$ cat src/design/assert_macros.svh
// assertion helpers shared by the design modules
// both expect clk and rst in scope
`ifndef ASSERT_MACROS_SVH
`define ASSERT_MACROS_SVH

// consequent checked in the same cycle as the antecedent
`define SWM_ASSERT_SAME(lbl, ante, cons, msg) \
  lbl: assert property (@(posedge clk) disable iff (rst) (ante) |-> (cons)) \
    else $error(msg);

// consequent checked in the cycle after the antecedent
`define SWM_ASSERT_NEXT(lbl, ante, cons, msg) \
  lbl: assert property (@(posedge clk) disable iff (rst) (ante) |=> (cons)) \
    else $error(msg);

`endif

$ cat src/design/swm_pkg.sv
`default_nettype none

package swm_pkg;

  localparam int SAMPLE_W = 32;
  localparam int CFG_W    = 7;

  typedef logic signed [SAMPLE_W-1:0] sample_t;
  typedef logic [CFG_W-1:0] cfg_t;

  // most negative sample, the empty-window peak
  localparam sample_t INT_MIN = {1'b1, {(SAMPLE_W-1){1'b0}}};

  // controller to datapath
  typedef struct packed {
    logic load;
    logic scan;
    logic finish;
  } swm_cmd_t;

  // datapath to controller
  typedef struct packed {
    logic need_rescan;
    logic scan_done;
    logic item_prod;
    logic out_free;
  } swm_sts_t;

endpackage

`default_nettype wire

$ cat src/design/swm_if.sv
`default_nettype none

// sample channel
interface swm_sample_if import swm_pkg::*; ();
  logic    valid;
  logic    ready;
  sample_t sample;
  logic    last_sample;

  modport source (output valid, output sample, output last_sample, input ready);
  modport sink (input valid, input sample, input last_sample, output ready);
endinterface

// result channel
interface swm_result_if import swm_pkg::*; ();
  logic    valid;
  logic    ready;
  sample_t window_max;
  logic    last_result;

  modport source (output valid, output window_max, output last_result, input ready);
  modport sink (input valid, input window_max, input last_result, output ready);
endinterface

// window size write channel
interface swm_cfg_if import swm_pkg::*; ();
  logic valid;
  logic ready;
  cfg_t window_size;

  modport source (output valid, output window_size, input ready);
  modport sink (input valid, input window_size, output ready);
endinterface

`default_nettype wire

$ cat src/design/swm_ctrl.sv
`default_nettype none
`include "assert_macros.svh"

module swm_ctrl import swm_pkg::*; (
  input  logic     clk,
  input  logic     rst,
  input  logic     in_valid,
  output logic     in_ready,
  input  swm_sts_t sts,
  output swm_cmd_t cmd
);

  localparam logic [1:0] ST_IDLE = 2'd0;
  localparam logic [1:0] ST_SCAN = 2'd1;
  localparam logic [1:0] ST_FIN  = 2'd2;

  logic [1:0] state;
  logic [1:0] state_next;

  // next state and commands
  always_comb begin
    cmd        = '0;
    state_next = state;
    in_ready   = (state == ST_IDLE);
    case (state)
      ST_IDLE: begin
        if (in_valid) begin
          cmd.load   = 1'b1;
          state_next = sts.need_rescan ? ST_SCAN : ST_FIN;
        end
      end
      ST_SCAN: begin
        cmd.scan = 1'b1;
        if (sts.scan_done) begin
          state_next = ST_FIN;
        end
      end
      ST_FIN: begin
        if (!sts.item_prod || sts.out_free) begin
          cmd.finish = 1'b1;
          state_next = ST_IDLE;
        end
      end
      default: begin
        state_next = ST_IDLE;
      end
    endcase
  end

  // state register
  always_ff @(posedge clk) begin
    if (rst) begin
      state <= ST_IDLE;
    end else begin
      state <= state_next;
    end
  end

  `SWM_ASSERT_NEXT(a_scan_to_fin, (state == ST_SCAN) && sts.scan_done, state == ST_FIN, "scan end did not reach finish")
  `SWM_ASSERT_NEXT(a_load_to_fin, cmd.load && !sts.need_rescan, state == ST_FIN, "load without rescan did not reach finish")
  `SWM_ASSERT_NEXT(a_hold_result, (state == ST_FIN) && sts.item_prod && !sts.out_free, state == ST_FIN, "result dropped while output busy")

endmodule

`default_nettype wire

$ cat src/design/swm_datapath.sv
`default_nettype none
`include "assert_macros.svh"

module swm_datapath import swm_pkg::*; #(
  parameter int WINDOW_MAX = 64
) (
  input  logic     clk,
  input  logic     rst,
  input  logic     cfg_valid,
  input  cfg_t     cfg_data,
  input  sample_t  in_sample,
  input  logic     in_last,
  input  swm_cmd_t cmd,
  output swm_sts_t sts,
  input  logic     out_ready,
  output logic     out_valid,
  output sample_t  out_max,
  output logic     out_last
);

  localparam int AW = (WINDOW_MAX > 1) ? $clog2(WINDOW_MAX) : 1;
  localparam int CW = $clog2(WINDOW_MAX + 1);
  localparam int SW = CW + 1;
  localparam int KW = (CW > CFG_W) ? CW : CFG_W;
  localparam logic [AW-1:0] SLOT_LAST = AW'(WINDOW_MAX - 1);
  localparam logic [SW-1:0] SLOT_TOP  = SW'(WINDOW_MAX - 1);
  localparam logic [SW-1:0] RING_LEN  = SW'(WINDOW_MAX);
  localparam logic [KW-1:0] K_CAP     = KW'(WINDOW_MAX);

  sample_t mem [WINDOW_MAX];

  cfg_t          window_size;
  logic [AW-1:0] write_slot;
  logic [CW-1:0] fill_count;
  sample_t       peak;
  logic [CW-1:0] peak_age;
  logic          item_prod;
  logic          item_last;
  logic [CW-1:0] scan_left;
  logic [CW-1:0] scan_span;
  logic          rd_valid;
  sample_t       rd_data;
  logic [CW-1:0] rd_age;

  logic [KW-1:0] ws_ext;
  logic [KW-1:0] k_wide;
  logic [CW-1:0] keff;
  logic          fill_zero;
  sample_t       peak_a;
  logic [CW-1:0] age_a;
  logic [CW-1:0] fill_n;
  logic [CW-1:0] span;
  logic          new_top;
  logic          need_rescan;
  logic [CW-1:0] scan_age;
  logic [SW-1:0] slot_sum;
  logic [SW-1:0] slot_wrap;
  logic [AW-1:0] rd_addr;
  logic          scan_issue;
  logic          peak_take;

  // effective window length, clamped to 1..WINDOW_MAX
  always_comb begin
    ws_ext = KW'(window_size);
    if (window_size == '0) begin
      k_wide = KW'(1);
    end else if (ws_ext > K_CAP) begin
      k_wide = K_CAP;
    end else begin
      k_wide = ws_ext;
    end
    keff = k_wide[CW-1:0];
  end

  // per-sample peak update ahead of any rescan
  always_comb begin
    fill_zero   = (fill_count == '0);
    peak_a      = fill_zero ? in_sample : peak;
    age_a       = fill_zero ? '0 : peak_age + CW'(1);
    fill_n      = (fill_count < keff) ? fill_count + CW'(1) : fill_count;
    span        = (fill_n < keff) ? fill_n : keff;
    new_top     = (in_sample > peak_a);
    need_rescan = !new_top && (age_a >= span);
  end

  // ring slot of the sample being rescanned, oldest first
  always_comb begin
    scan_age   = scan_left - CW'(1);
    slot_sum   = SW'(write_slot) + SLOT_TOP - SW'(scan_age);
    slot_wrap  = (slot_sum >= RING_LEN) ? slot_sum - RING_LEN : slot_sum;
    rd_addr    = slot_wrap[AW-1:0];
    scan_issue = cmd.scan && (scan_left != '0);
    peak_take  = rd_valid && ((rd_age == scan_span - CW'(1)) || (rd_data > peak));
  end

  // status to controller
  always_comb begin
    sts.need_rescan = need_rescan;
    sts.scan_done   = rd_valid && (rd_age == '0);
    sts.item_prod   = item_prod;
    sts.out_free    = !out_valid || out_ready;
  end

  // sample ring, registered read
  always_ff @(posedge clk) begin
    if (cmd.load) begin
      mem[write_slot] <= in_sample;
    end
    if (scan_issue) begin
      rd_data <= mem[rd_addr];
    end
  end

  // control state and window state
  always_ff @(posedge clk) begin
    if (rst) begin
      window_size <= cfg_t'(1);
      write_slot  <= '0;
      fill_count  <= '0;
      peak        <= INT_MIN;
      peak_age    <= '0;
      item_prod   <= 1'b0;
      item_last   <= 1'b0;
      scan_left   <= '0;
      rd_valid    <= 1'b0;
      out_valid   <= 1'b0;
    end else begin
      if (cfg_valid) begin
        window_size <= cfg_data;
      end
      rd_valid <= scan_issue;
      if (cmd.load) begin
        write_slot <= (write_slot == SLOT_LAST) ? '0 : write_slot + AW'(1);
        fill_count <= fill_n;
        item_prod  <= (fill_n >= keff);
        item_last  <= in_last;
        scan_left  <= need_rescan ? span : '0;
        if (new_top) begin
          peak     <= in_sample;
          peak_age <= '0;
        end else begin
          peak     <= peak_a;
          peak_age <= age_a;
        end
      end
      if (scan_issue) begin
        scan_left <= scan_age;
      end
      if (peak_take) begin
        peak     <= rd_data;
        peak_age <= rd_age;
      end
      if (cmd.finish && item_last) begin
        fill_count <= '0;
        peak       <= INT_MIN;
        peak_age   <= '0;
      end
      if (cmd.finish && item_prod) begin
        out_valid <= 1'b1;
      end else if (out_ready) begin
        out_valid <= 1'b0;
      end
    end
  end

  // payload registers
  always_ff @(posedge clk) begin
    if (cmd.load) begin
      scan_span <= span;
    end
    if (scan_issue) begin
      rd_age <= scan_age;
    end
    if (cmd.finish && item_prod) begin
      out_max  <= peak;
      out_last <= item_last;
    end
  end

  `SWM_ASSERT_NEXT(a_fill_after_load, cmd.load, fill_count != '0, "fill count zero after a sample")
  `SWM_ASSERT_NEXT(a_clear_on_last, cmd.finish && item_last, (fill_count == '0) && (peak == INT_MIN), "array end did not clear window state")
  `SWM_ASSERT_SAME(a_read_in_scan, rd_valid, $past(cmd.scan), "ring read outside a rescan")

endmodule

`default_nettype wire

$ cat src/design/sliding_window_max.sv
// Sliding-window maximum over a stream of signed 32-bit samples.
// samples: valid/ready channel carrying sample and last_sample; one word is
//   taken whenever the block is idle, independent of the result side.
// results: valid/ready channel carrying window_max and last_result; a result
//   comes out for each sample once window_size samples of the array are in.
// cfg: valid/ready write of window_size (0 acts as 1, capped at WINDOW_MAX);
//   always ready; user writes only while no sample is in work, not enforced.
// Flow: when the stored peak is still inside the window, a sample's load
//   goes straight to the finish step, which registers its result. When it
//   leaves the window the ring is rescanned first, one read per sample in
//   the window through the single memory port with a registered read.
//   A new sample is taken only once the previous one has finished.
// A stalled result waits in the output register; the next sample is still
//   taken and worked on, and its result waits in the finish step.
// last_sample ends the array: its result is flagged and the fill count,
//   peak and peak age clear for the next array.
// Reset (rst, synchronous): fill count, ring pointer and
//   peak clear and window_size returns to 1; the ring needs no clearing
//   pass since only samples of the current array are ever read.
`default_nettype none

module sliding_window_max import swm_pkg::*; #(
  parameter int WINDOW_MAX = 64
) (
  input logic          clk,
  input logic          rst,
  swm_cfg_if.sink      cfg,
  swm_sample_if.sink   samples,
  swm_result_if.source results
);

  swm_cmd_t cmd;
  swm_sts_t sts;
  logic     in_ready;

  // configuration is always accepted
  assign cfg.ready     = 1'b1;
  assign samples.ready = in_ready;

  swm_ctrl u_ctrl (
    .clk      (clk),
    .rst      (rst),
    .in_valid (samples.valid),
    .in_ready (in_ready),
    .sts      (sts),
    .cmd      (cmd)
  );

  swm_datapath #(
    .WINDOW_MAX (WINDOW_MAX)
  ) u_datapath (
    .clk       (clk),
    .rst       (rst),
    .cfg_valid (cfg.valid),
    .cfg_data  (cfg.window_size),
    .in_sample (samples.sample),
    .in_last   (samples.last_sample),
    .cmd       (cmd),
    .sts       (sts),
    .out_ready (results.ready),
    .out_valid (results.valid),
    .out_max   (results.window_max),
    .out_last  (results.last_result)
  );

endmodule

`default_nettype wire
$ cat src/flat_wrapper.sv
// flat-port wrapper written by rule: the top's interface ports become plain ports
module sliding_window_max_flat import swm_pkg::*;
#(
  parameter int WINDOW_MAX = 64
)
  (clk, rst, cfg_valid, cfg_window_size, cfg_ready, samples_valid, samples_sample, samples_last_sample, samples_ready, results_valid, results_window_max, results_last_result, results_ready);
  swm_cfg_if cfg_i ();
  swm_sample_if samples_i ();
  swm_result_if results_i ();
  input logic clk;
  input logic rst;
  input wire logic [$bits(cfg_i.valid)-1:0] cfg_valid;
  input wire logic [$bits(cfg_i.window_size)-1:0] cfg_window_size;
  output wire logic [$bits(cfg_i.ready)-1:0] cfg_ready;
  input wire logic [$bits(samples_i.valid)-1:0] samples_valid;
  input wire logic [$bits(samples_i.sample)-1:0] samples_sample;
  input wire logic [$bits(samples_i.last_sample)-1:0] samples_last_sample;
  output wire logic [$bits(samples_i.ready)-1:0] samples_ready;
  output wire logic [$bits(results_i.valid)-1:0] results_valid;
  output wire logic [$bits(results_i.window_max)-1:0] results_window_max;
  output wire logic [$bits(results_i.last_result)-1:0] results_last_result;
  input wire logic [$bits(results_i.ready)-1:0] results_ready;
  assign cfg_i.valid = cfg_valid;
  assign cfg_i.window_size = cfg_window_size;
  assign cfg_ready = cfg_i.ready;
  assign samples_i.valid = samples_valid;
  assign samples_i.sample = samples_sample;
  assign samples_i.last_sample = samples_last_sample;
  assign samples_ready = samples_i.ready;
  assign results_valid = results_i.valid;
  assign results_window_max = results_i.window_max;
  assign results_last_result = results_i.last_result;
  assign results_i.ready = results_ready;
  sliding_window_max #(.WINDOW_MAX(WINDOW_MAX)) u_core (.clk(clk), .rst(rst), .cfg(cfg_i), .samples(samples_i), .results(results_i));
endmodule
$ cat config.mk
export PLATFORM = sky130hd
export DESIGN_NAME = sliding_window_max_flat
export DESIGN_NICKNAME = d
export VERILOG_FILES = /design/src/design/swm_pkg.sv /design/src/design/swm_if.sv /design/src/design/swm_ctrl.sv /design/src/design/swm_datapath.sv /design/src/design/sliding_window_max.sv /design/src/flat_wrapper.sv
export VERILOG_INCLUDE_DIRS = /design/src /design/src/design
export SDC_FILE = /design/constraint.sdc
export NUM_CORES = 2
export LEC_CHECK = 0
export ABC_AREA = 0
export BUFFER_PORTS_ARGS = -buffer_cell sky130_fd_sc_hd__buf_2
export CAP_MARGIN = 40
export CORE_MARGIN = 8
export CORE_UTILIZATION = 31
export DETAILED_ROUTE_END_ITERATION = 12
export HOLD_SLACK_MARGIN = 0.03
export SLEW_MARGIN = 30
export SYNTH_ARGS = -nofsm -noshare
export SYNTH_HDL_FRONTEND = slang
export SYNTH_SLANG_ARGS = --single-unit
$ cat constraint.sdc
create_clock -name clk -period 6.22 [get_ports clk]
set_clock_uncertainty 0.05 [all_clocks]
set_input_delay 1.555 -clock clk [delete_from_list [all_inputs] [get_ports clk]]
set_output_delay 1.555 -clock clk [all_outputs]
set_load 0.1 [all_outputs]
# --- Word level (Yosys, flattened, before mapping) ---
# Memory sizes are Yosys's and may differ from the RTL's. A register that Yosys moved wholly into a read port is not among the register bits.
# Cells that the tools add are included.
word_totals:
  reg_bits: 119
  ram_bits: 2048
  out_inout_bits: 36
  word_cells: 92
  n_memories: 1
mem_list:
  columns: ["name", "words", "word_bits", "read_ports", "rd_clocked_by_memory_dff", "write_ports", "line", "text"]
  rows:
  - ["u_core.u_datapath.mem", 64, 32, 1, 1, 1, "swm_datapath.sv:30", "sample_t mem [WINDOW_MAX];"]
op_classes:
  add_sub_neg: 8
  order_cmp: 8
  n_eq_ne: 7
  muxes: 31
  reduce_logical: 22
op_table:
  columns: ["cell", "count"]
  rows:
  - ["two-way mux 32 bit", 4]
  - ["two-way mux 7 bit", 11]
  - ["> comparator 32 bit", 2]
  - ["logical NOT 7 bit", 3]
  - ["adder 7 x 1 -> 7 bit, second input constant", 2]
  - ["greater-or-equal comparator 7 bit", 2]
  - ["less-than comparator 7 bit", 2]
  - ["subtractor 7 x 1 -> 7 bit, second input constant", 2]
  - ["two-way mux 6 bit", 2]
  - ["two-way mux 1 bit", 9]
  - ["greater-or-equal comparator 8 x 7 -> 1 bit, second input constant", 1]
  - ["two-way mux 2 bit", 4]
  - ["subtractor 7 x 7 -> 8 bit", 1]
  - ["adder 6 x 6 -> 7 bit, second input constant", 1]
  - ["equality test 7 bit", 1]
  - ["> comparator 7 bit, second input constant", 1]
  - ["nonzero test 7 bit", 1]
  - ["adder 6 x 1 -> 6 bit, second input constant", 1]
  - ["equality test 6 bit, second input constant", 1]
  - ["logical AND 1 bit", 6]
  - ["one-hot mux 2 bit (3 select lines)", 1]
  - ["nonzero test 2 bit", 3]
  - ["subtractor 6 x 1 -> 6 bit, second input constant", 1]
  - ["!= test 2 bit, second input constant", 2]
  - ["other kinds (8)", 12]

# --- Depth between registers and ports, before layout ---
depth:
  word_depth: 12
  mapped_depth: 28
  depth_no_buf: 28

# --- Modules after synthesis ---
# Synthesis repeated with hierarchy kept, for this count alone.
unflattened:
  cells_unflattened: 3936
  hier_area_um2: 87061.0
modules_own_cells:
  columns: ["module", "instances", "cells_per_inst", "area_per_inst_um2"]
  rows:
  - ["swm_datapath", 1, 3920, 86923.4]
  - ["swm_ctrl", 1, 14, 126.4]
  - ["sliding_window_max", 1, 2, 11.3]

# --- Worst setup path before layout ---
# No wires, ideal clock.
synth_timing:
  path_type: "register -> register"
  from: "register u_core.u_datapath.window_size[6]"
  to: "register u_core.u_datapath.scan_left[0]"
  setup_time_ps: 136
  arrival_time_ps: 4534
  t_required_ps: 6034
  setup_slack_ps: 1500
  path_stages_with_launch: 29
  period_less_slack_ps: 4720
  path_cell_list: "dfxtp_1 -> inv_1 -> nand2_1 -> ha_1 -> a21oi_1 -> o22ai_1 -> a211o_1 -> nor2_2 -> nand2_1 -> xor2_1 -> inv_1 -> ha_1 -> a21oi_1 -> nor2b_1 -> o21ai_0 -> o21ai_0 -> nor2_1 -> nor2_1 -> a21o_1 -> inv_1 -> ha_1 -> nand2b_1 -> a21o_1 -> a21o_1 -> a21o_1 -> a21oi_1 -> o21ai_0 -> nand2_2 -> o32ai_1"
synth_between:
  elab_chain_cells: 12
  elab_cells_between_ends: 13
synth_lines:
  columns: ["item", "line", "text"]
  rows:
  - ["start: declaration", "swm_datapath.sv:32", "cfg_t window_size;"]
  - ["start signal: assignment", "swm_datapath.sv:117", "window_size <= cfg_t'(1);"]
  - ["start signal: assignment", "swm_datapath.sv:129", "window_size <= cfg_data;"]
  - ["> comparator 7 bit", "swm_datapath.sv:67", "end else if (ws_ext > K_CAP) begin"]
  - ["two-way mux 7 bit", "swm_datapath.sv:67", null]
  - ["two-way mux 7 bit (*)", "swm_datapath.sv:65", "if (window_size == '0) begin"]
  - ["less-than comparator 7 bit (*)", "swm_datapath.sv:80", "fill_n = (fill_count < keff) ? fill_count + CW'(1) : fill_count;"]
  - ["two-way mux 7 bit (*)", "swm_datapath.sv:80", null]
  - ["net u_core.u_datapath.fill_n[4]", "swm_datapath.sv:51", "logic [CW-1:0] fill_n;"]
  - ["less-than comparator 7 bit (*)", "swm_datapath.sv:81", "span = (fill_n < keff) ? fill_n : keff;"]
  - ["two-way mux 7 bit (*)", "swm_datapath.sv:81", null]
  - ["net u_core.u_datapath.span[0]", "swm_datapath.sv:52", "logic [CW-1:0] span;"]
  - ["greater-or-equal comparator 7 bit", "swm_datapath.sv:83", "need_rescan = !new_top && (age_a >= span);"]
  - ["logical AND 1 bit", "swm_datapath.sv:83", null]
  - ["two-way mux 7 bit (*)", "swm_datapath.sv:137", "scan_left <= need_rescan ? span : '0;"]
  - ["two-way mux 7 bit (*)", "swm_datapath.sv:132", "if (cmd.load) begin"]
  - ["two-way mux 7 bit (*)", "swm_datapath.sv:146", "if (scan_issue) begin"]
  - ["end signal: assignment", "swm_datapath.sv:137", null]
  - ["end signal: assignment", "swm_datapath.sv:147", "scan_left <= scan_age;"]
  - ["end: declaration", "swm_datapath.sv:39", "logic [CW-1:0] scan_left;"]
# The timed path passes the listed nets; every way through them passes the cells marked *. The select of a mux whose other input is x is not followed.
# A chain may end at the register's enable or synchronous reset.

# --- Worst setup path in the final report ---
layout_timing:
  from: "register u_core.u_datapath.window_size[6]"
  to: "register u_core.u_datapath.scan_left[1]"
layout_between:
  elab_chain_cells: 12
  elab_cells_between_ends: 13
layout_lines:
  columns: ["item", "line"]
  rows:
  - ["> comparator 7 bit", "swm_datapath.sv:67"]
  - ["two-way mux 7 bit", "swm_datapath.sv:67"]
  - ["two-way mux 7 bit (*)", "swm_datapath.sv:65"]
  - ["less-than comparator 7 bit (*)", "swm_datapath.sv:80"]
  - ["two-way mux 7 bit (*)", "swm_datapath.sv:80"]
  - ["net u_core.u_datapath.fill_n[4]", "swm_datapath.sv:51"]
  - ["less-than comparator 7 bit (*)", "swm_datapath.sv:81"]
  - ["two-way mux 7 bit (*)", "swm_datapath.sv:81"]
  - ["net u_core.u_datapath.span[0]", "swm_datapath.sv:52"]
  - ["greater-or-equal comparator 7 bit (*)", "swm_datapath.sv:83"]
  - ["logical AND 1 bit (*)", "swm_datapath.sv:83"]
  - ["two-way mux 7 bit (*)", "swm_datapath.sv:137"]
  - ["two-way mux 7 bit (*)", "swm_datapath.sv:132"]
  - ["two-way mux 7 bit (*)", "swm_datapath.sv:146"]
# Marks and branches as above.

==> flow_metrics.env <==
export IMPL_rsz0062_at_grt="no"
export IMPL_clkTransAtPathRegs_ns=0.06
export IMPL_ant_nets=0
export IMPL_vias=41100
export IMPL_first_iter_violations=4029
export IMPL_dr_pass1_iters=7
export IMPL_end_kind="register"
export IMPL_cp_slowest_cell="dfxtp_1"
export IMPL_start_kind="register"
export IMPL_grt_max_degree=92
export IMPL_crit_arrival_ns=5.87
export IMPL_grt_ovfl_total=0
export IMPL_critPathMaxStageDelay_ns=0.43
export IMPL_syn_nets=4075
export IMPL_io_pins=81
export IMPL_numCtsBuffers=214
export IMPL_crit_required_ns=6.87
export IMPL_max_cap_violations=0
export IMPL_cts_tree="built"
export IMPL_synthesis_yosys_warnings=0
export IMPL_die_w_um=545
export IMPL_clock_sinks=2199
export IMPL_fin_tns_setup_ns=0
export IMPL_post_dp_cell_area_um2=93400
export IMPL_cts_root_buf="clkbuf_16"
export IMPL_coreArea_um2=279000
export IMPL_antenna_found_initial=23
export IMPL_fin_util=0.359
export IMPL_die_area_um2=297000
export IMPL_hpwlAfterDp_um=131000
export IMPL_ys_ff_latch=2199
export IMPL_fin_crit_sh=0.839
export IMPL_post_drt_via_cell_ratio=5.05
export IMPL_relSlewSlack=0.397
export IMPL_yosysSeqAreaShare=0.753
export IMPL_clockBufferDepth=3
export IMPL_initial_core_util=0.311
export IMPL_drc_errors=0
export IMPL_grt_usage=0.141
export IMPL_clock_latency_ns=0.85
export IMPL_fillerInstances=25200
export IMPL_finalHoldViolations=0
export IMPL_criticalPathCategory="reg2reg"
export IMPL_drive_above_1_share=0.297
export IMPL_wl_um=213000
export IMPL_setup_ws_ns=1.00
export IMPL_synth_top_area_share=0.736
export IMPL_whs_ns=0.433
export IMPL_ir_worst_vdd_uv=547
export IMPL_syn_mean_instance_area_um2=22.1
export IMPL_max_freq_ghz=0.192
export IMPL_cts_resized=0
export IMPL_synth_cell_types=66
export IMPL_hold_path_class="reg2reg"
export IMPL_status="complete, no violations"
export IMPL_netlist_top_cells_area="edfxtp_1 74%, mux4_2 17%, dfxtp_1 1.7%"
export IMPL_cp_max_fo=10
export IMPL_synthFlopType="edfxtp_1"
export IMPL_cpLargestDelayFamily="compound AO/OA/AOI/OAI gates"
export IMPL_dp_worst_setup_slack_ns=1.11
export IMPL_r2r_slack_ns=1.00
export IMPL_syn_area_um2=86700
export IMPL_grt_pass1_wl_um=307000
export IMPL_synth_edf_count=2127
export IMPL_place_congestion=0.792
export IMPL_crit_path_frequent_cell="a21o_1"
export IMPL_finalCriticalPeriod_ns=5.22
export IMPL_stdcell_area_um2=100000
export IMPL_worstMarginPinSlew_ns=0.899
export IMPL_p_leak_nw=30.8
export IMPL_setup_viol=0
export IMPL_row_count=194
export IMPL_report_final_slew_viol_count=0
export IMPL_grt_pass1_vias=42300
export IMPL_routedWlPerCell_um=26.1
export IMPL_post_cts_setup_buffer_count=0
export IMPL_portBuffers=79
export IMPL_synth_async_reset_ratio=0
export IMPL_cts_hold_buffers=0
export IMPL_synthCells=3933
export IMPL_critPathBufInv=4
export IMPL_die_h_um=545
export IMPL_syn_to_final_growth_pct=15.5
export IMPL_yosysTopAreaCell="edfxtp_1"
export IMPL_nNetsFinal=4375
export IMPL_powerDensity_nw_per_um2=509
export IMPL_ctsHtreeMaxLevel=4
-- worst reg2reg max path: cells and delay by family (launching register included) --
family / cells / cell delay, ns
adder cells (fa/ha/maj): 3 / 0.80
XOR/XNOR: 1 / 0.19
AO/OA/AOI/OAI: 13 / 2.02
flip-flops: 1 / 0.43
AND/OR/NAND/NOR: 8 / 1.10
buffers and inverters: 4 / 0.47
-- cells by family (layout without fill, tap and decap cells) --
group	after synthesis	after routing	share of synthesized area
fa+ha+maj	97	97	0.0141
compound gates	268	268	0.0192
flops	2199	2199	0.753
other cells	1	8	0.0000432
xor+xnor	42	42	0.00424
mux	747	747	0.179
buf+inv	271	740	0.0139
simple gates	308	308	0.0170
-- power breakdown --
part / total [mW] / internal, mW / leakage [nW] / switching [mW]
sequential: 17.1 / 16.8 / 19.7 / 0.280
combinational: 21.4 / 10.3 / 7.84 / 11.1
clock: 12.5 / 7.09 / 3.26 / 5.44
-- final cells by class --
| type | instances | area [um2] | share of cell area |
|---|---|---|---|
| Antenna cell | 7 | 17.5 | 0.000175 |
| Clock buffer | 279 | 5770 | 0.0576 |
| Clock inverter | 106 | 946 | 0.00944 |
| Inverter | 68 | 255 | 0.00255 |
| Multi-Input combinational cell | 1463 | 20800 | 0.208 |
| Sequential cell | 2199 | 65300 | 0.652 |
| Tap cell | 3724 | 4660 | 0.0465 |
| Timing Repair Buffer | 287 | 2410 | 0.0240 |
-- per-stage QoR --
step                      std cells  power [mW]
after floorplan                3933        32.2
after global placement         7726        38.8
after detailed placement       7739        39.0
after CTS                      8124        51.6
after global routing           8130        53.2
final                          8133        51.0
-- sequential cells by signal (all words and copies together) (netlist names) --
register,count
u_core.u_datapath.rd_age,7
u_core.u_datapath.window_size,7
u_core.u_datapath.out_last,1
u_core.u_datapath.out_max,32
u_core.u_datapath.scan_span,7
u_core.u_datapath.mem,2048
u_core.u_datapath.fill_count,7
u_core.u_datapath.item_prod,1
u_core.u_datapath.rd_valid,1
u_core.u_datapath.scan_left,7
u_core.u_datapath.item_last,1
u_core.u_datapath.out_valid,1
u_core.u_datapath.write_slot,6
u_core.u_datapath.rd_data,32
u_core.u_ctrl.state,2
u_core.u_datapath.peak,32
u_core.u_datapath.peak_age,7
-- cell usage in the layout (no fill, tap or decap), types with 6 or more instances in the layout --
| cell | instances |
|---|---|
| a211oi_1 | 33 |
| a21o_1 | 13 |
| a21oi_1 | 110 |
| a31oi_1 | 10 |
| and3_1 | 8 |
| buf_12 | 22 |
| buf_16 | 8 |
| buf_2 | 80 |
| buf_4 | 172 |
| bufinv_16 | 14 |
| clkbuf_1 | 56 |
| clkbuf_16 | 221 |
| clkinv_1 | 42 |
| clkinv_2 | 31 |
| clkinvlp_4 | 8 |
| dfxtp_1 | 72 |
| diode_2 | 7 |
| edfxtp_1 | 2127 |
| ha_1 | 95 |
| inv_1 | 67 |
| mux2i_1 | 102 |
| mux4_2 | 640 |
| nand2_1 | 57 |
| nand3_1 | 23 |
| nand4_1 | 19 |
| nor2_1 | 53 |
| nor2_4 | 64 |
| nor2b_1 | 39 |
| nor3_1 | 10 |
| o211ai_1 | 6 |
| o21ai_0 | 52 |
| xnor2_1 | 16 |
| xor2_1 | 22 |
-- synth_stat cells, types with 5 or more instances --
library cell and count:
mux4_2 640, nor2b_1 39, buf_1 17, nand2_1 57, xnor2_1 20, o32ai_1 5, nor4_1 5, dfxtp_1 72
xor2_1 22, mux2i_1 102, and3_1 8, ha_1 96, nor2_1 117, o211ai_1 6, buf_6 9, a31oi_1 10
mux2_2 5, inv_1 68, a211oi_1 34, a21o_1 13, o21ai_0 52, a21oi_1 110, edfxtp_1 2127, a211o_1 5
nand4_1 19, buf_2 70, buf_4 8, nor3_1 11, clkbuf_1 99, nand3_1 24
-- metal layers --
metal / share of wire / track usage
met1: 0.42 / 0.191
met5: 0.000061 / 0
met4: 0.023 / 0.0356
met3: 0.060 / 0.0262
met2: 0.49 / 0.235
-- path summary, 6_finish.rpt --
kind / to / cells past startpoint / startpoint
setup / recovery: u_core.u_datapath.scan_left[1]$_SDFFE_PP0P_ / 29 / u_core.u_datapath.window_size[6]$_SDFFE_PP0P_
hold / removal: u_core.u_datapath.out_max[12]$_DFFE_PP_ / 0 / u_core.u_datapath.peak[12]$_SDFFE_PP0P_
setup reg to reg: u_core.u_datapath.scan_left[1]$_SDFFE_PP0P_ / 29 / u_core.u_datapath.window_size[6]$_SDFFE_PP0P_
hold reg to reg: u_core.u_datapath.out_max[12]$_DFFE_PP_ / 0 / u_core.u_datapath.peak[12]$_SDFFE_PP0P_
Power figures use the tool's default switching activity.
